File: config.mk
export PLATFORM = sky130hd
export DESIGN_NAME = dlm_wmem
export DESIGN_NICKNAME = d
export VERILOG_FILES = /design/src/hw/rtl/dlm_pkg.sv /design/src/hw/rtl/dlm_wmem.sv
export SDC_FILE = /design/constraint.sdc
export NUM_CORES = 2
export LEC_CHECK = 0
export BUFFER_PORTS_ARGS = -buffer_cell sky130_fd_sc_hd__buf_2
export CORE_ASPECT_RATIO = 1.75
export CORE_MARGIN = 2
export CORE_UTILIZATION = 50
export DETAILED_ROUTE_END_ITERATION = 6
export HOLD_SLACK_MARGIN = 0.1
export PLACE_DENSITY = 0.73
export SLEW_MARGIN = 15
export SYNTH_ARGS = -nofsm -noshare
export SYNTH_HDL_FRONTEND = slang
export SYNTH_SLANG_ARGS = --single-unit
export TNS_END_PERCENT = 1
File: constraint.sdc
create_clock -name clk -period 3.9 [get_ports clk]
set_clock_uncertainty 0.2 [all_clocks]
set_input_delay 0.39 -clock clk [delete_from_list [all_inputs] [get_ports clk]]
set_output_delay 0.39 -clock clk [all_outputs]
set_load 0.01 [all_outputs]
File: src/hw/rtl/dlm_pkg.sv
// Shared types, constants and helpers of the dense layer multiply-accumulate block.
package dlm_pkg;

  localparam int MAX_INPUTS  = 16;
  localparam int MAX_OUTPUTS = 16;
  localparam int FRAC_BITS   = 8;

  localparam int KIND_W     = 2;
  localparam int SLOT_W     = 8;
  localparam int VAL_W      = 16;
  localparam int NEURON_W   = 4;
  localparam int COUNT_W    = 5;
  localparam int ACC_W      = 40;
  localparam int PROD_W     = 2 * VAL_W;
  localparam int WMEM_DEPTH = 256;
  localparam int WADDR_W    = 8;
  localparam int ROW_STRIDE = 16;
  localparam int CFG_IDX_W  = 2;
  localparam int CFG_DATA_W = 5;

  localparam logic [KIND_W-1:0] KIND_WEIGHT = 2'd0;
  localparam logic [KIND_W-1:0] KIND_BIAS   = 2'd1;
  localparam logic [KIND_W-1:0] KIND_ELEM   = 2'd2;

  localparam logic [CFG_IDX_W-1:0] REG_INPUT_COUNT  = 2'd0;
  localparam logic [CFG_IDX_W-1:0] REG_OUTPUT_COUNT = 2'd1;
  localparam logic [CFG_IDX_W-1:0] REG_ACT_MODE     = 2'd2;

  localparam logic ACT_RELU = 1'b1;

  typedef struct packed {
    logic [KIND_W-1:0]       kind;
    logic [SLOT_W-1:0]       slot;
    logic signed [VAL_W-1:0] value;
    logic                    last;
  } in_item_t;

  typedef struct packed {
    logic [NEURON_W-1:0]     neuron;
    logic signed [VAL_W-1:0] result;
    logic                    final_res;
  } out_item_t;

  typedef struct packed {
    logic                    valid;
    logic [NEURON_W-1:0]     idx;
    logic                    first;
    logic                    use_prod;
    logic                    emit;
    logic                    final_res;
    logic signed [VAL_W-1:0] x;
  } mac_ctrl_t;

  function automatic logic [COUNT_W-1:0] clamp_count(input logic [COUNT_W-1:0] c,
                                                     input int maxc);
    logic [COUNT_W-1:0] r;
    if (c == '0) begin
      r = COUNT_W'(1);
    end else if (int'(c) > maxc) begin
      r = COUNT_W'(maxc);
    end else begin
      r = c;
    end
    return r;
  endfunction

endpackage

File: src/hw/rtl/dlm_wmem.sv
// Weight memory: one write port, one registered read port.
module dlm_wmem (
  input  logic                                clk,
  input  logic                                we,
  input  logic [dlm_pkg::WADDR_W-1:0]         waddr,
  input  logic signed [dlm_pkg::VAL_W-1:0]    wdata,
  input  logic [dlm_pkg::WADDR_W-1:0]         raddr,
  output logic signed [dlm_pkg::VAL_W-1:0]    rdata
);

  logic signed [dlm_pkg::VAL_W-1:0] mem [dlm_pkg::WMEM_DEPTH];

  always_ff @(posedge clk) begin
    if (we) begin
      mem[waddr] <= wdata;
    end
    rdata <= mem[raddr];
  end

endmodule

== Word level (Yosys, flattened, before mapping) ==
Memories as Yosys holds them, arrays and structs flattened. A register that Yosys moved wholly into a read port is not among the register bits.
Index checks and enable logic that the tools add are counted.
Widths: inputs -> output; s select.

* Register bits: 0
* RAM bits: 4096
* Input bits: 34
* Word-level logic and storage cells: 3
* Memories: 1

* Muxes and demuxes: 2

{| class="wikitable"
|+ Memory list
! memory !! words !! bits a word !! read ports !! clocked after memory_dff !! write ports !! line !! source
|-
| mem || 256 || 16 || 1 || 1 || 1 || dlm_wmem.sv:11 || <nowiki>logic signed [dlm_pkg::VAL_W-1:0] mem [dlm_pkg::WMEM_DEPTH];</nowiki>
|}

{| class="wikitable"
|+ Operator list
! operator !! count
|-
| $mux 1 || 2
|}

== Depth between registers and ports, before layout ==
* Depth in word-level cells: 2
* Mapped depth: 12

== Worst setup path after synthesis ==
No wires, ideal clock.

* Path kind: input to register
* From: in waddr[3] in the netlist's numbering
* To: mem mem[235][0] in the netlist's numbering (enable)
* Setup time: 388 ps
* Arrival: 2167 ps
* Required time: 3312 ps
* Path slack: 1145 ps
* Stages on the path: 6
* Path buffers: 3
* Cell sequence: clkbuf_1 -> nor2b_1 -> clkbuf_1 -> nand4_1 -> clkbuf_1 -> nor2_1

{| class="wikitable"
|+ RTL lines
! element !! line !! source
|-
| start, declared || dlm_wmem.sv:5 || <nowiki>input logic [dlm_pkg::WADDR_W-1:0] waddr,</nowiki>
|-
| end, declared || dlm_wmem.sv:11 ||
|}

Straight into the memory's write port.

==> key figures <==
Status
  • Outcome: finished, violations left
  • Violated checks: DRC

Cells and area
  • Non-filler instance count after layout: 12400
  • Total non-filler cell area in the finished layout: 179000 sq um
  • Filler Cell Count: 22200
  • Layout cell share with drive strength beyond 1: 26.0%
  • Area added between synthesis and finish: 12.8%
  • Layout net count: 8077

STA
  • Maximum achievable frequency: 263 MHz
  • Final worst path period need: 3.81 ns
  • Setup Viol. Count Final: 0
  • Worst Hold Margin: 0.202 ns
  • Worst Tran Pin Value: 1.36 ns
  • Crit path setup slack, layout: 0.0922 ns
  • Relative slew slack: 9.15%
  • Unrepaired setup endpoints after global routing: false
  • Post-route clock period utilization: 97.6%
  • Max-slew violation total from the final report: 0
  • Number of endpoints with negative hold slack in the final report: 0

Clock network
  • CTS clock-pin slew for the worst setup and hold paths: 0.07 ns
  • CTS resizes: 0
  • Clock Sink Count: 4112
  • CTS tree: built
  • H-tree lvl count: 5
  • Num CTS Buffers: 336
  • Post CTS Setup Buffer Count: 0
  • Clock buffer depth: 4
  • Later-pin clock latency in the skew report: 0.93 ns
  • Root Buffer: sky130_fd_sc_hd__clkbuf_16
  • Number of hold buffers added after CTS: 28

Place
  • Number of port buffers: 49
  • Half-perimeter wire length after detailed placement: 276000 um
  • Post-place instance area: 168000 sq um
  • Worst slack, placed: -0.345 ns
  • Number of instances in the placed design: 11800
  • Routability congestion estimate: 0.965

Synthesis
  • Synthesized area per cell: 21.6 sq um
  • Distinct cell type count of the synthesized netlist: 52
  • Nets in the synthesized netlist: 7394
  • Post-synthesis sequential element count: 4112
  • Simple-gate share of the synthesized area: 1.57%
  • Share of the yosys chip area belonging to registers: 77.7%
  • Post-synthesis mux area share: 15.5%
  • Predominant post-synthesis flop cell: sky130_fd_sc_hd__edfxtp_1
  • Number of enable flip-flop cells after synthesis: 4096
  • Summed instance area of the synthesized netlist: 159000 sq um
  • Yosys warnings: 0
  • Xor-xnor portion of the synthesized cell area: 0%
  • Share of synthesized cell area in full adder, half adder and majority cells: 0%
  • Asr flop ratio synth: 0%
  • Synthesized-area fraction occupied by ao, oa, aoi and oai cells: 3.54%
  • Number of instances in the synthesized netlist: 7360
  • Largest family of logic cells by synthesized area: multiplexers

Die
  • Effective utilization at floorplan: 50.2%
  • # rows: 273
  • Total die area: 322000 sq um
  • DIE WIDTH: 430 um
  • Die Y: 749 um
  • Area of the core region: 316000 sq um
  • Top Ports: 50

Route
  • Via density per instance: 6.47
  • Count of vias placed by the detailed router: 80500
  • Routed length per instance: 34.7 um
  • Post-detailed-route DRC marker count: 9
  • Total iterations of the first detailed-routing run: 7
  • Final wirelength: 432000 um
  • Antenna viol nets, final: 0
  • First-iteration detailed-routing DRC count: 10100

Worst setup path
  • Data required time at the worst endpoint: 4.52 ns
  • Largest fanout on the critical path: 32
  • Worst endpoint data arrival time: 4.43 ns
  • Cells along the critical path: dlygate4sd3_1 > buf_6 > buf_4 > buf_4 > nor3_2 > buf_12 > a22oi_1 > nand2_1 > o32ai_1 > buf_4 > nor4_1 > buf_4
  • Most Frequent Cell on Critical Path: sky130_fd_sc_hd__buf_4
  • Setup CP Type: in -> reg
  • Sum of buffers and inverters on the critical path: 7
  • Largest stage delay on the critical path: 0.67 ns
  • Slowest cell on the critical path: sky130_fd_sc_hd__a22oi_1
  • Top delay family on crit path: buffers and inverters
  • Setup crit end kind: register
  • Element type at the critical path start: primary input

Pwr
  • Static power due to leakage: 57.1 nW
  • Overall power of the completed layout: 87.1 mW
  • Power per cell area: 487 nW/um^2
  • Maximum resistive drop on vdd: 328 uV

Global route
  • Overall Global Routing Usage: 26.6%
  • Antenna violations before repair: 27
  • GRT overflow: 0
  • Wire length of the first global-routing pass: 607000 um
  • Number of global-route vias before repair: 81600
  • Maximum number of pins on one net before global-route repair: 121

Min path
  • Path class of the lowest-slack min-delay path: in -> reg

Run
  • Total of max-cap violations: 0
==> placed cells by master (no fill, tap or decap), types with 43 or more instances in the layout <==
master,Yosys,final
sky130_fd_sc_hd__mux2_2,88,88
sky130_fd_sc_hd__clkinv_2,0,46
sky130_fd_sc_hd__edfxtp_1,4096,4096
sky130_fd_sc_hd__a21oi_1,175,175
sky130_fd_sc_hd__buf_12,5,80
sky130_fd_sc_hd__mux2i_1,565,565
sky130_fd_sc_hd__o221ai_1,252,252
sky130_fd_sc_hd__clkinv_1,0,73
sky130_fd_sc_hd__o22ai_1,148,148
sky130_fd_sc_hd__nor3_1,92,90
sky130_fd_sc_hd__buf_4,26,640
sky130_fd_sc_hd__nor2_1,304,287
sky130_fd_sc_hd__a22oi_1,43,43
sky130_fd_sc_hd__mux4_2,797,797
sky130_fd_sc_hd__clkbuf_16,0,343
sky130_fd_sc_hd__clkbuf_1,230,58
==> final cells by class <==
cell class	count	area (sq um)	area share, %
sequential	4112	123000	68.9
multi-input combinational	2792	32800	18.3
antenna	12	30.0	0.0168
clock buffer	401	8800	4.92
clock inverter	192	1740	0.970
inverter	4	27.5	0.0154
tap	4125	5160	2.88
timing repair buffer	797	7140	3.99
==> worst paths after layout <==
kind | slack (ns) | from | cells after the start | endpoint
max reg2reg | 0.44 | mem[15][9] | 8 | rdata[9]
min reg2reg | 0.92 | mem[234][6] | 6 | rdata[6]
min | 0.20 | we | 3 | mem[208][9]
max | 0.09 | raddr[2] | 12 | rdata[9]
==> sequential cells by signal (all words and copies together) (netlist names) <==
| register | count |
|---|---|
| mem | 4096 |
| rdata | 16 |
==> metal layers <==
layer	part of all wire [%]	GRT usage [%]	vias up
met5	0.0051	0	-
li1	-	-	32500
met2	51	45.2	4535
met1	32	30.3	42400
met3	7.9	3.92	1046
met4	9.2	20.5	4
==> power by group <==
group / internal (mW) / switching, mW / total [mW] / leakage [nW]
sequential: 48.7 / 0.0931 / 48.8 / 36.9
clock: 18.0 / 15.4 / 33.5 / 5.10
combinational: 1.74 / 3.16 / 4.90 / 15.0
total: 68.4 / 18.7 / 87.1 / 57.1
==> synth_stat cells, types with 3 or more instances <==
cell type / instances / area [sq um]
sky130_fd_sc_hd__nor2b_1: 9 / 56.3
sky130_fd_sc_hd__clkbuf_1: 230 / 863
sky130_fd_sc_hd__buf_6: 77 / 867
sky130_fd_sc_hd__nor2_1: 304 / 1140
sky130_fd_sc_hd__or2_2: 4 / 25.0
sky130_fd_sc_hd__o31ai_1: 16 / 120
sky130_fd_sc_hd__and3_1: 11 / 68.8
sky130_fd_sc_hd__a211oi_1: 18 / 135
sky130_fd_sc_hd__nor4_1: 17 / 106
sky130_fd_sc_hd__a221oi_1: 28 / 245
sky130_fd_sc_hd__mux2_2: 88 / 991
sky130_fd_sc_hd__buf_1: 27 / 101
sky130_fd_sc_hd__nor3_1: 92 / 460
sky130_fd_sc_hd__inv_1: 3 / 11.3
sky130_fd_sc_hd__o21ai_0: 37 / 185
sky130_fd_sc_hd__a21oi_1: 175 / 876
sky130_fd_sc_hd__nand4_1: 26 / 163
sky130_fd_sc_hd__o22ai_1: 148 / 926
sky130_fd_sc_hd__buf_2: 76 / 380
sky130_fd_sc_hd__mux2i_1: 565 / 5660
sky130_fd_sc_hd__buf_12: 5 / 100
sky130_fd_sc_hd__nand2b_1: 3 / 18.8
sky130_fd_sc_hd__o32ai_1: 20 / 175
sky130_fd_sc_hd__mux4_2: 797 / 17900
sky130_fd_sc_hd__a22o_1: 32 / 280
sky130_fd_sc_hd__nand2_1: 38 / 143
sky130_fd_sc_hd__a2111oi_0: 6 / 52.6
sky130_fd_sc_hd__buf_8: 11 / 165
sky130_fd_sc_hd__edfxtp_1: 4096 / 123000
sky130_fd_sc_hd__nand4b_1: 3 / 26.3
sky130_fd_sc_hd__a22oi_1: 43 / 323
sky130_fd_sc_hd__nand3_1: 35 / 175
sky130_fd_sc_hd__a31oi_1: 6 / 37.5
sky130_fd_sc_hd__o221ai_1: 252 / 2210
sky130_fd_sc_hd__dfxtp_1: 16 / 320
sky130_fd_sc_hd__buf_4: 26 / 195
==> cells by family after synthesis <==
| family | count (synthesis) |
|---|---|
| AND/OR/NAND/NOR | 556 |
| buffers and inverters | 456 |
| flip-flops | 4112 |
| AO/OA/AOI/OAI | 786 |
| multiplexers | 1450 |
==> tightest hold or removal path: cells and delay by family <==
family                 cells  cell delay (ns)
AND/OR/NAND/NOR            2             0.44
buffers and inverters      1             0.25
==> metrics by stage <==
stage | TNS, ns | util, %
after floorplan | 0 | -
after global placement | -1.18 | 53.2
after detailed placement | -1.12 | 53.2
after CTS | 0 | 56.7
after global routing | 0 | 56.7
final | 0 | 56.7
No activity file was read; power rests on OpenSTA's default activity.
