File: src/hw/rtl/dlm_pkg.sv
// Shared types, constants and helpers of the dense layer multiply-accumulate block.
package dlm_pkg;

  localparam int MAX_INPUTS  = 16;
  localparam int MAX_OUTPUTS = 16;
  localparam int FRAC_BITS   = 8;

  localparam int KIND_W     = 2;
  localparam int SLOT_W     = 8;
  localparam int VAL_W      = 16;
  localparam int NEURON_W   = 4;
  localparam int COUNT_W    = 5;
  localparam int ACC_W      = 40;
  localparam int PROD_W     = 2 * VAL_W;
  localparam int WMEM_DEPTH = 256;
  localparam int WADDR_W    = 8;
  localparam int ROW_STRIDE = 16;
  localparam int CFG_IDX_W  = 2;
  localparam int CFG_DATA_W = 5;

  localparam logic [KIND_W-1:0] KIND_WEIGHT = 2'd0;
  localparam logic [KIND_W-1:0] KIND_BIAS   = 2'd1;
  localparam logic [KIND_W-1:0] KIND_ELEM   = 2'd2;

  localparam logic [CFG_IDX_W-1:0] REG_INPUT_COUNT  = 2'd0;
  localparam logic [CFG_IDX_W-1:0] REG_OUTPUT_COUNT = 2'd1;
  localparam logic [CFG_IDX_W-1:0] REG_ACT_MODE     = 2'd2;

  localparam logic ACT_RELU = 1'b1;

  typedef struct packed {
    logic [KIND_W-1:0]       kind;
    logic [SLOT_W-1:0]       slot;
    logic signed [VAL_W-1:0] value;
    logic                    last;
  } in_item_t;

  typedef struct packed {
    logic [NEURON_W-1:0]     neuron;
    logic signed [VAL_W-1:0] result;
    logic                    final_res;
  } out_item_t;

  typedef struct packed {
    logic                    valid;
    logic [NEURON_W-1:0]     idx;
    logic                    first;
    logic                    use_prod;
    logic                    emit;
    logic                    final_res;
    logic signed [VAL_W-1:0] x;
  } mac_ctrl_t;

  function automatic logic [COUNT_W-1:0] clamp_count(input logic [COUNT_W-1:0] c,
                                                     input int maxc);
    logic [COUNT_W-1:0] r;
    if (c == '0) begin
      r = COUNT_W'(1);
    end else if (int'(c) > maxc) begin
      r = COUNT_W'(maxc);
    end else begin
      r = c;
    end
    return r;
  endfunction

endpackage

File: src/hw/rtl/dlm_mac.sv
// Shared multiply-accumulate unit with bias store, accumulators and output formatting.
module dlm_mac (
  input  logic                               clk,
  input  logic                               rst_n,
  input  dlm_pkg::mac_ctrl_t                 ctrl,
  input  logic signed [dlm_pkg::VAL_W-1:0]   w_rdata,
  input  logic                               bias_we,
  input  logic [dlm_pkg::NEURON_W-1:0]       bias_idx,
  input  logic signed [dlm_pkg::VAL_W-1:0]   bias_wdata,
  input  logic                               act_mode,
  output logic                               out_strobe,
  output dlm_pkg::out_item_t                 out_item
);

  localparam logic signed [dlm_pkg::ACC_W-1:0] SAT_HI =
    dlm_pkg::ACC_W'((1 << (dlm_pkg::VAL_W - 1)) - 1);
  localparam logic signed [dlm_pkg::ACC_W-1:0] SAT_LO =
    dlm_pkg::ACC_W'(-(1 << (dlm_pkg::VAL_W - 1)));

  dlm_pkg::mac_ctrl_t                  c1_r, c2_r;
  logic signed [dlm_pkg::PROD_W-1:0]   prod_r, prod_nxt;
  logic signed [dlm_pkg::ACC_W-1:0]    acc_r [dlm_pkg::MAX_OUTPUTS];
  logic signed [dlm_pkg::VAL_W-1:0]    bias_r [dlm_pkg::MAX_OUTPUTS];
  logic signed [dlm_pkg::ACC_W-1:0]    base, addend, sum, shifted;
  logic signed [dlm_pkg::VAL_W-1:0]    res;
  logic                                out_strobe_r;
  dlm_pkg::out_item_t                  out_item_r;

  assign prod_nxt = w_rdata * c1_r.x;

  always_comb begin
    if (c2_r.first) begin
      base = dlm_pkg::ACC_W'(bias_r[c2_r.idx]) <<< dlm_pkg::FRAC_BITS;
    end else begin
      base = acc_r[c2_r.idx];
    end
    addend  = c2_r.use_prod ? dlm_pkg::ACC_W'(prod_r) : '0;
    sum     = base + addend;
    shifted = sum >>> dlm_pkg::FRAC_BITS;
    if (shifted > SAT_HI) begin
      res = dlm_pkg::VAL_W'(SAT_HI);
    end else if (shifted < SAT_LO) begin
      res = dlm_pkg::VAL_W'(SAT_LO);
    end else begin
      res = dlm_pkg::VAL_W'(shifted);
    end
    if (act_mode == dlm_pkg::ACT_RELU && res < 0) begin
      res = '0;
    end
  end

  always_ff @(posedge clk) begin
    if (bias_we) begin
      bias_r[bias_idx] <= bias_wdata;
    end
  end

  always_ff @(posedge clk) begin
    if (!rst_n) begin
      c1_r         <= '0;
      c2_r         <= '0;
      out_strobe_r <= 1'b0;
      for (int i = 0; i < dlm_pkg::MAX_OUTPUTS; i++) begin
        acc_r[i] <= '0;
      end
    end else begin
      c1_r         <= ctrl;
      c2_r         <= c1_r;
      out_strobe_r <= c2_r.valid && c2_r.emit;
      if (c2_r.valid) begin
        acc_r[c2_r.idx] <= sum;
      end
    end
    prod_r                <= prod_nxt;
    out_item_r.neuron     <= c2_r.idx;
    out_item_r.result     <= res;
    out_item_r.final_res  <= c2_r.final_res;
  end

  assign out_strobe = out_strobe_r;
  assign out_item   = out_item_r;

endmodule

File: config.mk
export PLATFORM = sky130hd
export DESIGN_NAME = dlm_mac
export DESIGN_NICKNAME = d
export VERILOG_FILES = /design/src/hw/rtl/dlm_pkg.sv /design/src/hw/rtl/dlm_mac.sv
export SDC_FILE = /design/constraint.sdc
export NUM_CORES = 2
export LEC_CHECK = 0
export ABC_AREA = 1
export ABC_CLOCK_PERIOD_IN_PS = 19890
export BUFFER_PORTS_ARGS = -buffer_cell sky130_fd_sc_hd__buf_2
export CAP_MARGIN = 20
export CORE_MARGIN = 2
export CORE_UTILIZATION = 57
export DETAILED_ROUTE_END_ITERATION = 6
export GPL_ROUTABILITY_DRIVEN = 0
export PLACE_DENSITY = 0.8
export SKIP_LAST_GASP = 1
export SYNTH_ARGS = -nofsm -noshare
export SYNTH_HDL_FRONTEND = slang
export SYNTH_SLANG_ARGS = --single-unit
File: constraint.sdc
create_clock -name clk -period 19.89 [get_ports clk]
set_input_delay 3.978 -clock clk [delete_from_list [all_inputs] [get_ports clk]]
set_output_delay 3.978 -clock clk [all_outputs]
set_load 0.005 [all_outputs]
Word-level counts from Yosys, hierarchy flattened

Memories as Yosys holds them, arrays and structs flattened. A register that Yosys moved wholly into a read port is not among the register bits.
Cells that the tools add are included.

Register bits: 88
Memories kept: 2
Word-level logic and storage cells: 43
Bits in writable memories: 896

Memories:

| name   | words | bits a word | rd ports | clocked after memory_dff | write ports | RTL line      | source |
|---|---|---|---|---|---|---|---|
| acc_r  | 16    | 40          | 1        | 1                        | 16          | dlm_mac.sv:22 | `logic signed [dlm_pkg::ACC_W-1:0] acc_r [dlm_pkg::MAX_OUTPUTS];` |
| bias_r | 16    | 16          | 1        | 1                        | 1           | dlm_mac.sv:23 | `logic signed [dlm_pkg::VAL_W-1:0] bias_r [dlm_pkg::MAX_OUTPUTS];` |

Muxes and demuxes: 15
Multiply operators: 1
Reduce and logical (&&, ||, !) cells: 3
Add/sub/neg operators: 1
Order comparisons: 3

Operators with widths:

| cell                   | number |
|---|---|
| $mux W40               | 3 |
| $add A40 B40 Y40       | 1 |
| $reduce_or A40 Y1      | 1 |
| $gt A32 B16 Y1 const B | 1 |
| $lt A32 B16 Y1 const B | 1 |
| $mul A16 B16 Y32       | 1 |
| $mux W16               | 2 |
| $lt A16 B1 Y1 const B  | 1 |
| $mux W4                | 3 |
| $mux W1                | 7 |
| $logic_and A1 B1 Y1    | 2 |

Depth between registers and ports, before layout

Word-level depth: 7
Depth in mapped cells: 33

Least setup slack after synthesis

Ideal clock, no wire load.

Path type: input port to flip-flop
From: input port w_rdata[15] in the netlist's numbering
To: register prod_r[29] in the netlist's numbering
Cell stages on the path: 20
Path slack: 10.655 ns
Arrival time: 9.110 ns
Required time: 19.765 ns
Buffers on the path: 1
Cells stage by stage: clkbuf_1 -> nand2_1 -> inv_1 -> fa_1 -> fa_1 -> inv_1 -> fa_1 -> fa_1 -> fa_1 -> fa_1 -> inv_1 -> ha_1 -> nand2_1 -> nor4_1 -> o21ai_0 -> nand3_1 -> nand3_1 -> nand2_1 -> a31oi_1 -> xor2_1

Word-level cells in the longest chain between the ends: 1

Ends and longest elaborated chain:

| element                | RTL line      | source |
|---|---|---|
| from (decl)            | dlm_mac.sv:6  | `input logic signed [dlm_pkg::VAL_W-1:0] w_rdata,` |
| $mul A16 B16 Y32       | dlm_mac.sv:29 | `assign prod_nxt = w_rdata * c1_r.x;` |
| via prod_nxt (one bit) | dlm_mac.sv:21 | `logic signed [dlm_pkg::PROD_W-1:0] prod_r, prod_nxt;` |
| to (signal assigned)   | dlm_mac.sv:74 | `prod_r <= prod_nxt;` |
| to (decl)              | dlm_mac.sv:21 |  |

The timed path passes the listed nets, and every way through them passes these cells.
A chain may end at the register's enable or synchronous reset.

Worst setup path in the final report

From: input port w_rdata[15] in the netlist's numbering
To: register prod_r[28] in the netlist's numbering

Same word-level chain as after synthesis.

==> metrics.cfg <==
[run_status]
status=completed

[die]
std_cell_rows=110
die_w_um=306.2
die_area_mm2=0.09376
core-area_mm2=0.09029
die_h_um=306.2
start_util_pct=57.65
ios=87

[cells_and_area]
drive_above_1_share_pct=8.594
layout.nets=5385
n_fill_cell=6749
area_delta_synth_final_pct=9.348

[cts]
cts_root_buffer=clkbuf_16
cts_hold_buf=0
post_cts_buffers=0
cts_resized=0
cts_tree=built
clock_sinks=984
cts_made_buffers=97
insertion_delay_ns=0.71
clockBufferDepth=3
clkTransAtPathRegs_ns=0.06
htreeDepth=3

[critical_path]
cp_data_required_time_ns=20.48
critPathBufInv=4
worst_setup_path_end_kind=flip-flop
cpLargestDelayFamily=adder cells
path_cells=buf_2, nand2_1, inv_1, fa_1, fa_1, fa_1, fa_1, fa_1, inv_1, fa_1, inv_1, ha_1, nand2_1, nor4_1, nand4_1, nand3_1, nand2_1, nand2_1, a31oi_1, xnor2_1
crit_type=in -> reg
critPathSlowestCell=fa_1
slowest_delay_ns=0.74
crit_arrival_ns=9.72
crit_top_cell=fa_1
start_kind=input pin
cp_max_fo=16

[drt]
viasPerCell=6.134
drtIter0Drc=4676
postRouteWirelength_mm=146.8
wire_per_inst_um=23.69
antenna_left=0
vias=38010
first_pass_iters=6
drc=0

[synthesis]
ys_async_sr_fraction_pct=0
netlist_area_mm2=0.05205
synth_seq_cells=984
synth_cells=4957
synth_top_flop_cell=edfxtp_1
yosysWarnings=0
syn_avg_cell_area_um2=10.50
synth_edf_count=896
synth.net_count=5406
synthDistinctLibCells=50
ys_seq_area_share_pct=55.07

[worst_hold_path]
worstHoldPathType=reg -> reg

[global_routing]
first_global_vias=37710
grt_max_degree=143
grt_overflow=0
antenna_found_initial=4
grt_pass1_wl_mm=220.4
grtUsageTotal_pct=31.22

[flow_run]
cap_violations=0

[timing]
holdWs_ns=0.3287
setup_viol=0
maxSlewViolCount=0
tns_ns=0
worstMarginPinSlew_ns=1.183
relSlewSlack_pct=19.09
clock.fmax_ghz=0.1095
hold_violations=0
clock_skew_ns=0.04589
finalWorstPathRequiredPeriod_ns=9.133
rsz0062_at_grt=false
period_share_pct=45.92

[power_and_ir_drop]
ir_drop_uv=102.4
finalPower_w=0.005951
p_leak_nw=23.99
power.density_mw_per_mm2=104.5

[place]
hpwl_mm=87.31
numPortBuffers=86

==> cells in the final DEF, fill, tap and decap left out, types with 14 or more instances in the layout <==
cell type and instances:
clkbuf_1 14, a2111oi_0 15, a22oi_1 450, xnor2_1 34, xor2_1 23, o21ai_0 36
fa_1 263, nand2_2 48, buf_4 90, clkinv_1 26, ha_1 121, nand2_1 894
nor2_1 756, nor2_2 19, clkbuf_16 97, nor3_1 18, dfxtp_1 87, nand4_1 14
a22o_1 17, edfxtp_1 896, buf_2 86, a21oi_1 107, clkinv_2 21, nand3_1 45
a21boi_0 49, inv_1 656
==> synthesized netlist by cell type (20+ instances only) <==
library cell	n	area, µm²
o21ai_0	36	180.2
inv_1	656	2462
nor2_1	773	2902
nand3_1	45	225.2
xor2_1	23	201.4
buf_1	20	75.07
edfxtp_1	896	26910
ha_1	121	1514
a22oi_1	450	3378
fa_1	263	5265
xnor2_1	35	306.5
clkbuf_1	262	983.4
dfxtp_1	88	1762
nor3_1	20	100.1
a21oi_1	107	535.5
nand2_1	927	3480
a21boi_0	49	367.9
==> final cells by class <==
cell class,count,area (µm²),share of cell area [%]
inverters,664,2502,4.396
clock inverters,67,661.9,1.163
repair buffers,183,1276,2.242
clock buffers,111,2480,4.357
flip-flops and latches,984,28670,50.37
multi-input cells,3006,19840,34.86
well taps,1176,1471,2.585
diodes,6,15.01,0.02638
==> stage by stage <==
| stage | util [%] | instances | worst slack, ns | instance area, µm² |
|---|---|---|---|---|
| 6_report | 63.04 | 6197 | 10.76 | 56920 |
| 3_5_place_dp | 59.49 | 6011 | 10.06 | 53710 |
| 5_1_grt | 63.03 | 6193 | 10.43 | 56910 |
| 3_3_place_gp | 59.42 | 6009 | 10.28 | 53650 |
| 4_1_cts | 62.97 | 6189 | 10.78 | 56850 |
| 2_1_floorplan | - | 4957 | 10.65 | 52050 |
==> cell families after synthesis <==
family	Yosys count	synth area share [%]
buf+inv	967	7.108
compound gates	719	9.793
flops	984	55.07
simple gates	1845	14.03
xor+xnor	58	0.9759
fa+ha+maj	384	13.02
==> sequential cells by signal, indices dropped and copies added (netlist names) <==
| name | count |
|---|---|
| out_strobe | 1 |
| c1_r | 25 |
| prod_r | 32 |
| acc_r | 640 |
| out_item | 21 |
| bias_r | 256 |
| c2_r | 9 |
==> layer usage <==
| layer | routed length (µm) | GRT usage [%] | vias up |
|---|---|---|---|
| met5 | 0 | 0 | - |
| met2 | 69000 | 51.31 | 2647 |
| met4 | 9876 | 18.37 | 0 |
| li1 | - | - | 16460 |
| met3 | 17130 | 6.504 | 650 |
| met1 | 50790 | 38.41 | 18260 |
==> report_power, final <==
group          switching, W  internal [W]  total, W
sequential        0.0000397       0.00237   0.00241
clock              0.000812       0.00101   0.00182
combinational       0.00110      0.000613   0.00172
total               0.00195       0.00400   0.00595
==> worst paths after layout <==
kind / to / startpoint / slack [ns] / cells past startpoint
max: prod_r[28] / w_rdata[15] / 10.76 / 20
max reg2reg: out_item[7] / c2_r[21] / 13.20 / 27
min reg2reg: out_item[0] / c2_r[16] / 0.33 / 0
min: out_item[0] / c2_r[16] / 0.33 / 0
Note: power is estimated with default switching activity, not from simulation.
