**src/hw/rtl/dlm_pkg.sv**
```systemverilog
// Shared types, constants and helpers of the dense layer multiply-accumulate block.
package dlm_pkg;

  localparam int MAX_INPUTS  = 16;
  localparam int MAX_OUTPUTS = 16;
  localparam int FRAC_BITS   = 8;

  localparam int KIND_W     = 2;
  localparam int SLOT_W     = 8;
  localparam int VAL_W      = 16;
  localparam int NEURON_W   = 4;
  localparam int COUNT_W    = 5;
  localparam int ACC_W      = 40;
  localparam int PROD_W     = 2 * VAL_W;
  localparam int WMEM_DEPTH = 256;
  localparam int WADDR_W    = 8;
  localparam int ROW_STRIDE = 16;
  localparam int CFG_IDX_W  = 2;
  localparam int CFG_DATA_W = 5;

  localparam logic [KIND_W-1:0] KIND_WEIGHT = 2'd0;
  localparam logic [KIND_W-1:0] KIND_BIAS   = 2'd1;
  localparam logic [KIND_W-1:0] KIND_ELEM   = 2'd2;

  localparam logic [CFG_IDX_W-1:0] REG_INPUT_COUNT  = 2'd0;
  localparam logic [CFG_IDX_W-1:0] REG_OUTPUT_COUNT = 2'd1;
  localparam logic [CFG_IDX_W-1:0] REG_ACT_MODE     = 2'd2;

  localparam logic ACT_RELU = 1'b1;

  typedef struct packed {
    logic [KIND_W-1:0]       kind;
    logic [SLOT_W-1:0]       slot;
    logic signed [VAL_W-1:0] value;
    logic                    last;
  } in_item_t;

  typedef struct packed {
    logic [NEURON_W-1:0]     neuron;
    logic signed [VAL_W-1:0] result;
    logic                    final_res;
  } out_item_t;

  typedef struct packed {
    logic                    valid;
    logic [NEURON_W-1:0]     idx;
    logic                    first;
    logic                    use_prod;
    logic                    emit;
    logic                    final_res;
    logic signed [VAL_W-1:0] x;
  } mac_ctrl_t;

  function automatic logic [COUNT_W-1:0] clamp_count(input logic [COUNT_W-1:0] c,
                                                     input int maxc);
    logic [COUNT_W-1:0] r;
    if (c == '0) begin
      r = COUNT_W'(1);
    end else if (int'(c) > maxc) begin
      r = COUNT_W'(maxc);
    end else begin
      r = c;
    end
    return r;
  endfunction

endpackage

```
**src/hw/rtl/dlm_seq.sv**
```systemverilog
// Sequencer: walks the neurons in use for one input element.
module dlm_seq (
  input  logic                              clk,
  input  logic                              rst_n,
  input  logic                              elem_accept,
  input  dlm_pkg::in_item_t                 item,
  input  logic [dlm_pkg::COUNT_W-1:0]       n_in,
  input  logic [dlm_pkg::COUNT_W-1:0]       n_out,
  output logic                              busy,
  output logic [dlm_pkg::WADDR_W-1:0]       raddr,
  output dlm_pkg::mac_ctrl_t                ctrl
);

  typedef enum logic [1:0] {S_IDLE, S_RUN, S_DRAIN} state_t;

  state_t                            state_r, state_nxt;
  logic [dlm_pkg::NEURON_W-1:0]      idx_r, idx_nxt;
  logic                              drain_r, drain_nxt;
  logic signed [dlm_pkg::VAL_W-1:0]  x_r, x_nxt;
  logic [dlm_pkg::SLOT_W-1:0]        slot_r, slot_nxt;
  logic                              last_r, last_nxt;
  logic                              first_r, first_nxt;
  logic                              use_r, use_nxt;
  logic                              open_r, open_nxt;
  logic                              at_end;

  assign at_end = (dlm_pkg::COUNT_W'(idx_r) + dlm_pkg::COUNT_W'(1)) == n_out;

  always_comb begin
    state_nxt = state_r;
    idx_nxt   = idx_r;
    drain_nxt = drain_r;
    x_nxt     = x_r;
    slot_nxt  = slot_r;
    last_nxt  = last_r;
    first_nxt = first_r;
    use_nxt   = use_r;
    open_nxt  = open_r;
    case (state_r)
      S_IDLE: begin
        if (elem_accept) begin
          state_nxt = S_RUN;
          idx_nxt   = '0;
          x_nxt     = item.value;
          slot_nxt  = item.slot;
          last_nxt  = item.last;
          first_nxt = !open_r;
          use_nxt   = item.slot < dlm_pkg::SLOT_W'(n_in);
          open_nxt  = !item.last;
        end
      end
      S_RUN: begin
        idx_nxt = idx_r + dlm_pkg::NEURON_W'(1);
        if (at_end) begin
          state_nxt = S_DRAIN;
          drain_nxt = 1'b0;
        end
      end
      S_DRAIN: begin
        drain_nxt = 1'b1;
        if (drain_r) begin
          state_nxt = S_IDLE;
        end
      end
      default: state_nxt = S_IDLE;
    endcase
  end

  always_ff @(posedge clk) begin
    if (!rst_n) begin
      state_r <= S_IDLE;
      idx_r   <= '0;
      drain_r <= 1'b0;
      open_r  <= 1'b0;
    end else begin
      state_r <= state_nxt;
      idx_r   <= idx_nxt;
      drain_r <= drain_nxt;
      open_r  <= open_nxt;
    end
    x_r     <= x_nxt;
    slot_r  <= slot_nxt;
    last_r  <= last_nxt;
    first_r <= first_nxt;
    use_r   <= use_nxt;
  end

  assign busy  = state_r != S_IDLE;
  assign raddr = dlm_pkg::WADDR_W'(int'(idx_r) * dlm_pkg::ROW_STRIDE) + slot_r;

  always_comb begin
    ctrl.valid     = state_r == S_RUN;
    ctrl.idx       = idx_r;
    ctrl.first     = first_r;
    ctrl.use_prod  = use_r;
    ctrl.emit      = last_r;
    ctrl.final_res = at_end;
    ctrl.x         = x_r;
  end

endmodule

```
**config.mk**
```make
export PLATFORM = sky130hd
export DESIGN_NAME = dlm_seq
export DESIGN_NICKNAME = d
export VERILOG_FILES = /design/src/hw/rtl/dlm_pkg.sv /design/src/hw/rtl/dlm_seq.sv
export SDC_FILE = /design/constraint.sdc
export NUM_CORES = 1
export LEC_CHECK = 0
export BUFFER_PORTS_ARGS = -buffer_cell sky130_fd_sc_hd__buf_2
export CORE_MARGIN = 2
export CORE_UTILIZATION = 36
export CTS_CLUSTER_DIAMETER = 150
export DETAILED_ROUTE_END_ITERATION = 16
export HOLD_SLACK_MARGIN = 0.06
export SYNTH_ARGS = -nofsm -noshare
export SYNTH_HDL_FRONTEND = slang
export SYNTH_SLANG_ARGS = --single-unit
```
**constraint.sdc**
```tcl
create_clock -name clk -period 2.7 [get_ports clk]
set_clock_uncertainty 0.1 [all_clocks]
set_input_delay 0.675 -clock clk [delete_from_list [all_inputs] [get_ports clk]]
set_output_delay 0.675 -clock clk [all_outputs]
set_load 0.005 [all_outputs]
```
## After elaboration in Yosys (flattened, before gate mapping)

Index checks and enable logic that the tools add are counted.
W data, S select, Z words.

| cells by class | value |
|---|---|
| reduce and logical (&&, ||, !) cells | 10 |
| order comparisons | 1 |
| equality and inequality tests | 6 |
| add/subtract/negate cells | 3 |
| multiplexer cells | 8 |

Operator list:

| cell | count |
|---|---|
| $add A8 B8 Y8 | 1 |
| $lt A8 B5 Y1 | 1 |
| $pmux W4 S2 | 1 |
| $mux W2 | 3 |
| $pmux W2 S3 | 1 |
| $reduce_and A2 Y1 | 3 |
| $reduce_bool A2 Y1 | 3 |
| $add A4 B1 Y5 const B | 1 |
| $eq A5 B5 Y1 | 1 |
| $add A4 B1 Y4 const B | 1 |
| $mux W4 | 1 |
| $ne A2 B2 Y1 const B | 2 |
| $reduce_and A3 Y1 | 1 |
| $eq A2 B1 Y1 const B | 1 |
| $eq A2 B2 Y1 const B | 1 |
| $logic_not A1 Y1 | 2 |
| $logic_not A2 Y1 | 1 |
| $ne A2 B1 Y1 const B | 1 |
| $pmux W1 S2 | 1 |
| $mux W1 | 1 |

| word-level totals | value |
|---|---|
| register bits after elaboration | 35 |
| word-level logic and storage cells | 37 |
| output and inout port bits | 34 |
| input port bits | 40 |

## Logic depth before layout (Yosys ltp)

Gate-level depths: netlist of the first run.

| depth | value |
|---|---|
| word-level depth | 4 |
| depth in mapped cells | 6 |
| depth with buffers taken out | 5 |

## Worst setup path before layout of the first run

Ideal clock, no wire load.

| timing | value |
|---|---|
| path type | input to register |
| start | input elem_accept |
| end | register first_r (enable) |
| setup slack | 0.270 ns |
| cell stages on the path | 2 |
| arrival time | 1.916 ns |
| buffers on the path | 0 |
| setup time | 0.414 ns |
| cell sequence | inv_1 > nor2_1 |

| on the way | value |
|---|---|
| longest elaborated chain between the ends | 1 |

RTL lines:

| what | RTL line | RTL |
|---|---|---|
| start, declared | dlm_seq.sv:5 | `input logic elem_accept,` |
| $reduce_and A2 Y1 (no source line) | n/a |  |
| end signal, assigned | dlm_seq.sv:84 | `first_r <= first_nxt;` |
| end, declared | dlm_seq.sv:22 | `logic first_r, first_nxt;` |

No other way between the ends.
A chain may end at the register's enable or synchronous reset.

==> results of run 1 <==
## layer usage
layer	vias to the layer above	global-route usage, %	part of all wire (%)
met3	5	7.071	13
li1	558	-	-
met4	0	4.487	1.5
met1	510	13.82	37
met2	53	22.85	49
met5	-	0	0
## cell type report
| class | count | area, µm² |
|---|---|---|
| Inverter | 11 | 41.29 |
| Clock inverter | 3 | 25.02 |
| Sequential cell | 35 | 972.2 |
| Multi-Input combinational cell | 64 | 493.0 |
| Clock buffer | 5 | 68.82 |
| Tap cell | 52 | 65.06 |
| Fill cell | 419 | 2258 |
| Timing Repair Buffer | 73 | 370.4 |
## power groups by stage
stage	Combinational (mW)	Sequential [mW]	Clock, mW
after floorplan	0.0699	0.640	0
after global placement	0.137	0.637	0
after detailed placement	0.142	0.637	0
after CTS	0.142	0.626	0.389
after global routing	0.158	0.629	0.417
final	0.138	0.625	0.377
## repair_timing
action	in CTS	in global routing
resized for setup	0	1
setup buffers	0	0
endpoints found under the setup margin	0	1
hold endpoints to repair	0	0
## worst max path at each step
stage                              endpoint  slack (ps)  depth (start not counted)                  start
final                              ctrl[16]         120                          6  idx_r[0]$_SDFFE_PN0P_
after global placement             ctrl[16]         240                          6               n_out[2]
after CTS                          ctrl[16]          70                          6  idx_r[1]$_SDFFE_PN0P_
after detailed placement           ctrl[16]         220                          6               n_out[2]
after floorplan           first_r$_DFFE_PP_         270                          2            elem_accept
after global routing               ctrl[16]           2                          6  idx_r[0]$_SDFFE_PN0P_
## critical path, delay by kind of cell, from the launching register on
family	cells	cell delay, ps
AOI/OAI and AO/OA	2	450
adders and majority gates	1	250
buffers and inverters	1	120
DFF	1	350
and+or+nand+nor	2	350
## layout by cell type, fill, tap and decap left out, types with 2 or more instances in the layout
master,n
nand2_1,6
nor2b_1,3
buf_4,2
ha_1,8
clkinv_4,2
xnor2_1,4
nand2b_1,3
o21ai_0,3
a31oi_1,3
a31o_1,2
buf_2,71
a21o_1,3
o211a_1,2
nor2_1,4
inv_1,11
dfxtp_1,7
edfxtp_1,27
a22oi_1,2
or2_2,2
and2_2,2
xor2_1,3
clkbuf_8,5
## kinds of logic (layout without fill, tap and decap cells)
kind of cell	after synthesis	in the layout
AND/OR/NAND/NOR	29	29
XOR/XNOR	7	7
AO/OA/AOI/OAI	18	18
multiplexers	1	1
adder cells (fa/ha/maj)	9	9
flip-flops	35	35
buffers and inverters	21	92
## stage by stage
stage | instances | worst slack (ps)
after global placement | 235 | 241.9
after floorplan | 120 | 269.8
after global routing | 243 | 2.286
final | 243 | 119.9
after detailed placement | 235 | 221.8
after CTS | 243 | 67.13
## registers in the layout, indices dropped and copies added (netlist names)
signal,count
open_r,1
last_r,1
idx_r,4
state_r,2
use_r,1
x_r,16
first_r,1
drain_r,1
slot_r,8
==> metrics.txt, run 1 <==
simple-gate share of the synthesized area 10.52%; count leader, synth edfxtp_1; height of the die 70.28 µm; worst r2r src idx_r[0]$_SDFFE_PN0P_; I/O pins 74; number of global-route vias before repair 1199; Pins Over Slew Limit 0; Critical Path RT 1920 ps; number of distinct library cells after synthesis 33; Final min period 2580 ps; final setup TNS 0 ps; Die ar. 4939 µm²; largest net degree at the start of global routing 30; hold wc startpoint open_r$_SDFFE_PN0P_; Critical Path End Type output pin; final-report hold violation count 0; Nets 239; syn avg cell area 13.18 µm²; Reg2Reg Setup Slack 1080 ps; die width 70.28 µm; Setup CP Type register to output pin; fmax 387.6 MHz; switching share of power 23.86%; peak supply drop 371.2 µV; CP max stage cell dfxtp_1; cell area after synthesis 1582 µm²; crit path DAT 1810 ps; clk_lat worst skew 280 ps; Root Buffer clkbuf_8; sequential share of power 54.8%; Comb pwr share 12.1%; post-cts hold buffer count 0; Pre-antenna DRT Iters 4; final setup fails 0; sequential fraction of the synthesis area 61.39%; syn nets 169; Clk pin slew, worst setup/hold paths 70 ps; routability cong. 0.7254; Port Buf Inserts 71; via count 1126; post-layout instance area 2036 µm²; Post-DP Area 1941 µm²; cells along the critical path ha_1 > nand2b_1 > a32o_1 > a31o_1 > and2_2 > buf_2; Yosys reg bits 35; leading area contributor after synthesis edfxtp_1; Area growth, synth to finish 28.72%; Critical Path Max Stage Delay 350 ps; Max-slew headroom 75.61%; Async SR Flop Fraction 0%; Clock Tree Buf Depth 2; drt total wl 2.996 mm; status finished clean; Slew @ Worst Pin 365.1 ps; Ys Warns 0; Main synth FF type edfxtp_1; Cells on Worst Hold Path 1; DRC 0; clock sink total 35; area of the core 4294 µm²; mux contribution to synthesized area 0.7120%; post-synthesis xor/xnor area fraction 3.877%; Layout Utilization 47.41%; Final ANT Viol Nets 0; NetSw 0.2721 mW; Synth top area share 51.27%; top cells by count, synth edfxtp_1, inv_1, buf_4; layout cells sized above 1 47.12%; Leakage Power 0.9586 nW; worst r2r dst state_r[1]$_SDFFE_PN0P_; initial antenna violation count 0; number of synthesized flops with an enable pin 27; Starting Density 36.83%; startpoint class of the critical path register; first-pass GRT wire length 5.126 mm; DP HPWL 2.384 mm; TritonCTS clock tree built; gr usage total 13.31%; Power Density 560.3 nW/µm²; Iteration-0 DRC Markers 49; Synth Area in Adders 7.595%; H-tree depth 2; Mapped Cells 120; Synth Area in Compound Gates 8.307%; largest family of logic cells by synthesized area simple AND/OR/NAND/NOR gates; vias per cell 4.634; ant diodes 0; ratio of final minimum period to clock period 95.56%; Pint 0.8685 mW; Hold WS 356.5 ps; num rows 24; largest cells by area after synthesis edfxtp_1, dfxtp_1, ha_1, buf_4, inv_1; RSZ-0062 raised after global routing false; total power 1.141 mW; Register-to-Register Path Depth 5; Hold EP first_r$_DFFE_PP_; clock power share 33.0%; total grt overflow 0; Num CTS Buffers 5; Max-Cap Viols 0; Hold Crit Class register to register; worst-path maximum fanout 4; per-cell routed wire length 12.33 µm
(Power assumes the default switching activity.)
==> run 2: changes to the inputs <==
--- a/config.mk
+++ b/config.mk
@@ -11,6 +11,7 @@
 export CTS_CLUSTER_DIAMETER = 150
 export DETAILED_ROUTE_END_ITERATION = 16
 export HOLD_SLACK_MARGIN = 0.06
+export SETUP_SLACK_MARGIN = 0.3
 export SYNTH_ARGS = -nofsm -noshare
 export SYNTH_HDL_FRONTEND = slang
 export SYNTH_SLANG_ARGS = --single-unit
==> run 2 against run 1 <==
Net effect:
- final cell count is 3.7% higher
- final area is 7.7% higher
- register-to-register slack worse by 120 ps
- fmax increased by 6.4%
- global-route usage rose by 0.19 points
- highest routed layer unchanged
- clock power up 1%
- worst hold slack improved by 2.3 ps
==> metrics.txt, run 2 (synthesis results as in run 1) <==
CP max stage cell dfxtp_4; Final ANT Viol Nets 0 (unchanged); Critical Path RT 1920 ps (about the same); ratio of final minimum period to clock period 89.80% (-5.8 points); Post-Place Worst Slack 207.3 ps (-14.43 ps); post-cts hold buffer count 0 (unchanged); area of the core 4294 µm² (unchanged); fmax 412.4 MHz (+6.4%); Starting Density 36.83% (unchanged); via count 1163 (+3.3%); DRC 0 (unchanged); largest net degree at the start of global routing 30 (unchanged); ant diodes 0 (unchanged); Largest Register x_r; Slew @ Worst Pin 343.7 ps (-21.40 ps); CP bufs+invs 1 (unchanged); RSZ-0062 raised after global routing true; most frequent cells in the layout buf_2, edfxtp_1, inv_1, buf_4, nand2_1; smallest setup slack after layout 275.4 ps (+155.5 ps); first-pass GRT wire length 5.140 mm (+0.27%); crit path DAT 1650 ps (-160 ps); DP HPWL 2.346 mm (-1.6%); Pins Over Slew Limit 0 (unchanged); Clock Tree Buf Depth 2 (unchanged); H-tree depth 2 (unchanged); Clk pin slew, worst setup/hold paths 70 ps (about the same); total grt overflow 0 (unchanged); num rows 24 (unchanged); Max-Cap Viols 0 (unchanged); Num CTS Buffers 5 (unchanged); routability cong. 0.7567 (+4.3%); I/O pins 74 (unchanged); Nets 248 (+3.8%); Die ar. 4939 µm² (unchanged); drt total wl 3.184 mm (+6.3%); Pre-antenna DRT Iters 4 (unchanged); final setup fails 0 (unchanged); gr usage total 13.50% (+0.19 points); leading cell type in the layout, fill and taps excluded buf_2; Leakage Power 1.013 nW (+5.7%); Area growth, synth to finish 38.69%; vias per cell 4.615 (-0.40%); Max-slew headroom 77.09% (+1.5 points); die width 70.28 µm (unchanged); initial antenna violation count 0 (unchanged); worst-path maximum fanout 4 (unchanged); Critical Path End Type output pin; startpoint class of the critical path register; clock sink total 35 (unchanged); max reg flops 16 (unchanged); cells along the critical path ha_4 > and4b_1 > a32o_1 > a31o_1 > and2_4 > buf_6; per-cell routed wire length 12.63 µm (+2.5%); biggest registers after layout x_r: 16 flops, slot_r: 8 flops, idx_r: 4 flops; final setup TNS 0 ps (unchanged); peak supply drop 335.7 µV (-9.6%); Iteration-0 DRC Markers 77 (+57%); Hold Crit Class register to register; Setup CP Type register to output pin; Port Buf Inserts 71 (unchanged); height of the die 70.28 µm (unchanged); layout cells sized above 1 54.50% (+7.4 points); TritonCTS clock tree built; Final min period 2425 ps (-155.5 ps); status finished clean; Top Family by Delay on Critical Path compound AO/OA/AOI/OAI gates; Power Density 533.7 nW/µm² (-4.7%); final-report hold violation count 0 (unchanged); Root Buffer clkbuf_8; clk_lat worst skew 290 ps (about the same); Critical Path Max Stage Delay 370 ps (+20 ps); number of global-route vias before repair 1206 (+0.58%)
## run 2: changes by cell type in the layout (fill, tap and decap cells not counted), moves of 2 or more
cell | previous run | this run
dfxtp_1 | 7 | 4
clkinv_4 | 2 | 0
dfxtp_4 | 0 | 2
ha_4 | 0 | 3
nand2b_1 | 3 | 1
ha_1 | 8 | 5
nand2b_4 | 0 | 2
buf_6 | 0 | 2
buf_4 | 2 | 9
## run 2: routing by layer
| metal | vias to the layer above | wire length, µm | GRT usage [%] |
|---|---|---|---|
| li1 | 572 | - | - |
| met1 | 526 | 1233 | 13.94 |
| met2 | 60 | 1561 | 22.96 |
| met3 | 5 | 330 | 6.638 |
| met4 | 0 | 59 | 5.983 |
| met5 | - | 0 | 0 |
## run 2: stage by stage
step	hold WS [ps]	instances	power [mW]	utilization, %	area (µm²)
2_1_floorplan	327.8	120	0.7098	-	1584
3_3_place_gp	335.4	235	0.7732	45.19	1941
3_5_place_dp	343.0	235	0.7787	45.19	1941
4_1_cts	361.6	249	1.183	50.47	2167
5_1_grt	376.3	252	1.226	51.08	2193
6_report	358.8	252	1.171	51.08	2193
## run 2: final timing paths
check | startpoint | cells after the start | slack (ps) | end
max | idx_r[1]$_SDFFE_PN0P_ | 6 | 280 | ctrl[16]
min | open_r$_SDFFE_PN0P_ | 1 | 360 | first_r$_DFFE_PP_
min reg2reg | open_r$_SDFFE_PN0P_ | 1 | 360 | first_r$_DFFE_PP_
max reg2reg | idx_r[1]$_SDFFE_PN0P_ | 7 | 960 | state_r[1]$_SDFFE_PN0P_
## run 2: where the power goes
group          leakage [nW]  switching, mW  total (mW)  internal (mW)
Sequential            0.324         0.0124       0.626          0.613
Clock                0.0408          0.198       0.382          0.184
Combinational         0.648         0.0742       0.163         0.0889
Total                  1.01          0.284        1.17          0.886
## run 2: final cells by class
class	instances	area, µm²
Sequential cell	35	980.9
Timing Repair Buffer	82	460.4
Clock buffer	5	68.82
Multi-Input combinational cell	64	553.0
Fill cell	390	2101
Clock inverter	3	23.77
Inverter	11	41.29
Tap cell	52	65.06
## run 2: repair_timing
action | 4_1_cts | 5_1_grt
cloned | 0 | 0
pin swaps | 6 | 8
gates resized for setup | 16 | 2
hold endpoints to repair | 0 | 0
buffers inserted | 6 | 3
setup endpoints to repair | 4 | 3
==> run 3: changes to the inputs <==
--- a/config.mk
+++ b/config.mk
@@ -11,6 +11,7 @@
 export CTS_CLUSTER_DIAMETER = 150
 export DETAILED_ROUTE_END_ITERATION = 16
 export HOLD_SLACK_MARGIN = 0.06
+export PLACE_DENSITY = 0.68
 export SETUP_SLACK_MARGIN = 0.3
 export SYNTH_ARGS = -nofsm -noshare
 export SYNTH_HDL_FRONTEND = slang
==> run 3 against run 2 <==
Net effect:
- die area is the same
- flip-flop and latch count stayed put
- clock power fell by 2%
- combinational power is 7% lower
- largest power group unchanged
- first-iteration DRC count fell by 64%
==> metrics.txt, run 3 (synthesis results as in run 1) <==
num rows 24 (unchanged); Clk pin slew, worst setup/hold paths 70 ps (about the same); leading cell type in the layout, fill and taps excluded buf_2; Pins Over Slew Limit 0 (unchanged); Starting Density 36.83% (unchanged); Iteration-0 DRC Markers 28 (-64%); Die ar. 4939 µm² (unchanged); drt total wl 2.845 mm (-11%); largest net degree at the start of global routing 30 (unchanged); CP bufs+invs 2 (+1); Pre-antenna DRT Iters 3 (-1); top layer used by detailed routing met4; sequential share of power 54.3% (+0.8 points); Clock Tree Buf Depth 2 (unchanged); routability cong. 0.7108 (-6.1%); Nets 244 (-1.6%); Setup CP Type primary input to output pin; NetSw 0.2738 mW (-3.7%); Inst Count DP 235 (unchanged); Critical Path RT 1920 ps (about the same); peak supply drop 357.1 µV (+6.4%); total grt overflow 0 (unchanged); DRC 0 (unchanged); DP HPWL 2.079 mm (-11%); initial antenna violation count 0 (unchanged); I/O pins 74 (unchanged); crit path DAT 1650 ps (about the same); ratio of final minimum period to clock period 89.63% (-0.17 points); Pint 0.8780 mW (-0.94%); Critical Path Max Stage Delay 210 ps (-160 ps); Hold Crit Class register to register; Leakage Power 0.9925 nW (-2.1%); Power Density 539.6 nW/µm² (+1.1%); met2 wire length 1.418 mm (-9.2%); Largest Register x_r; post-cts hold buffer count 0 (unchanged); Top Family by Delay on Critical Path compound AO/OA/AOI/OAI gates; Root Buffer clkbuf_8; Critical Path End Type output pin; TritonCTS clock tree built; layout cells sized above 1 52.55% (-1.9 points); height of the die 70.28 µm (unchanged); die width 70.28 µm (unchanged); Max-Cap Viols 0 (unchanged); Hold WS 364.8 ps (+6.006 ps); per-cell routed wire length 11.47 µm (-9.2%); Met3 Wirelength 316 µm (-4.2%); worst-path maximum fanout 3 (-1); clock power share 32.6% (about the same); final setup TNS 0 ps (unchanged); Port Buf Inserts 71 (unchanged); status finished clean; Final ANT Viol Nets 0 (unchanged); vias per cell 4.540 (-1.6%); startpoint class of the critical path primary input; cells along the critical path buf_2 > and4b_1 > a32o_1 > a31o_1 > and2_4 > buf_6; Non-Filler Instances 248 (-1.6%); number of global-route vias before repair 1059 (-12%); clk_lat worst skew 280 ps (about the same); switching share of power 23.77% (-0.52 points); clock sink total 35 (unchanged); fmax 413.2 MHz (+0.19%); area of the core 4294 µm² (unchanged); Final min period 2420 ps (-4.573 ps); final-report hold violation count 0 (unchanged); max reg flops 16 (unchanged); biggest registers after layout x_r: 16 flops, slot_r: 8 flops, idx_r: 4 flops; total power 1.152 mW (-1.6%); via count 1126 (-3.2%); M1 wire length 1.090 mm (-12%); Area growth, synth to finish 34.97%; first-pass GRT wire length 4.616 mm (-10%); final setup fails 0 (unchanged); RSZ-0062 raised after global routing true; H-tree depth 2 (unchanged); gr usage total 12.10% (-1.4 points); Layout fillers 399 (+2.3%); ant diodes 0 (unchanged); Max-slew headroom 76.25% (-0.84 points); most frequent cells in the layout buf_2, edfxtp_1, inv_1, buf_4; Num CTS Buffers 5 (unchanged); Comb pwr share 13.1% (-0.8 points); Slew @ Worst Pin 356.3 ps (+12.61 ps); CP max stage cell a32o_1
==> run 3: cell count changes in the layout (fill, tap and decap cells not counted), sizes merged <==
cell and change:
inv -1, buf -4, clkinv +2, clkinvlp -1
==> run 3: per-stage QoR <==
| step | utilization (%) | area (µm²) | worst slack (ps) |
|---|---|---|---|
| floorplan | - | 1584 | 391.9 |
| global placement | 45.19 | 1941 | 231.2 |
| detailed placement | 45.19 | 1941 | 219.5 |
| CTS | 49.07 | 2107 | 265.4 |
| global route | 49.71 | 2135 | 209.2 |
| finish | 49.71 | 2135 | 279.9 |
==> run 3: area by class of cell <==
type	count	area, µm²	area share, %
clock buffer	5	68.82	3.224
clock inverter	3	25.02	1.172
inverter	11	41.29	1.934
multi-input combinational	64	540.5	25.32
sequential	35	979.7	45.90
tap	52	65.06	3.048
timing repair buffer	78	414.1	19.40
==> run 3: worst reg2reg max path: stages, from the launching register on <==
cell	delay, ps
dfxtp_4	370
ha_4	180
and4b_1	170
a32o_1	210
a31o_1	200
buf_4	130
buf_4	130
a31o_1	160
==> run 3: power groups by stage <==
stage	clock network (mW)	registers (mW)	logic [mW]
floorplan	0	0.639	0.0704
global placement	0	0.636	0.138
detailed placement	0	0.637	0.139
CTS	0.393	0.625	0.149
global route	0.417	0.629	0.170
finish	0.376	0.626	0.151
==> run 3: what timing repair did <==
item	CTS	global route
buffers inserted	4	1
pin swaps	2	2
endpoints found under the setup margin	1	4
resized for setup	10	5
==> run 3: worst paths after layout <==
| check | endpoint | cells past startpoint | startpoint | slack (ps) |
|---|---|---|---|---|
| min reg2reg | first_r$_DFFE_PP_ | 1 | open_r$_SDFFE_PN0P_ | 360 |
| max reg2reg | state_r[1]$_SDFFE_PN0P_ | 7 | idx_r[1]$_SDFFE_PN0P_ | 960 |
| min | first_r$_DFFE_PP_ | 1 | open_r$_SDFFE_PN0P_ | 360 |
| max | ctrl[16] | 6 | n_out[2] | 280 |
==> run 3: routing by layer <==
metal | track usage (%) | up-vias
met5 | 0 | -
met4 | 4.487 | 0
met3 | 6.494 | 2
met2 | 20.02 | 53
met1 | 13.02 | 508
li1 | - | 563
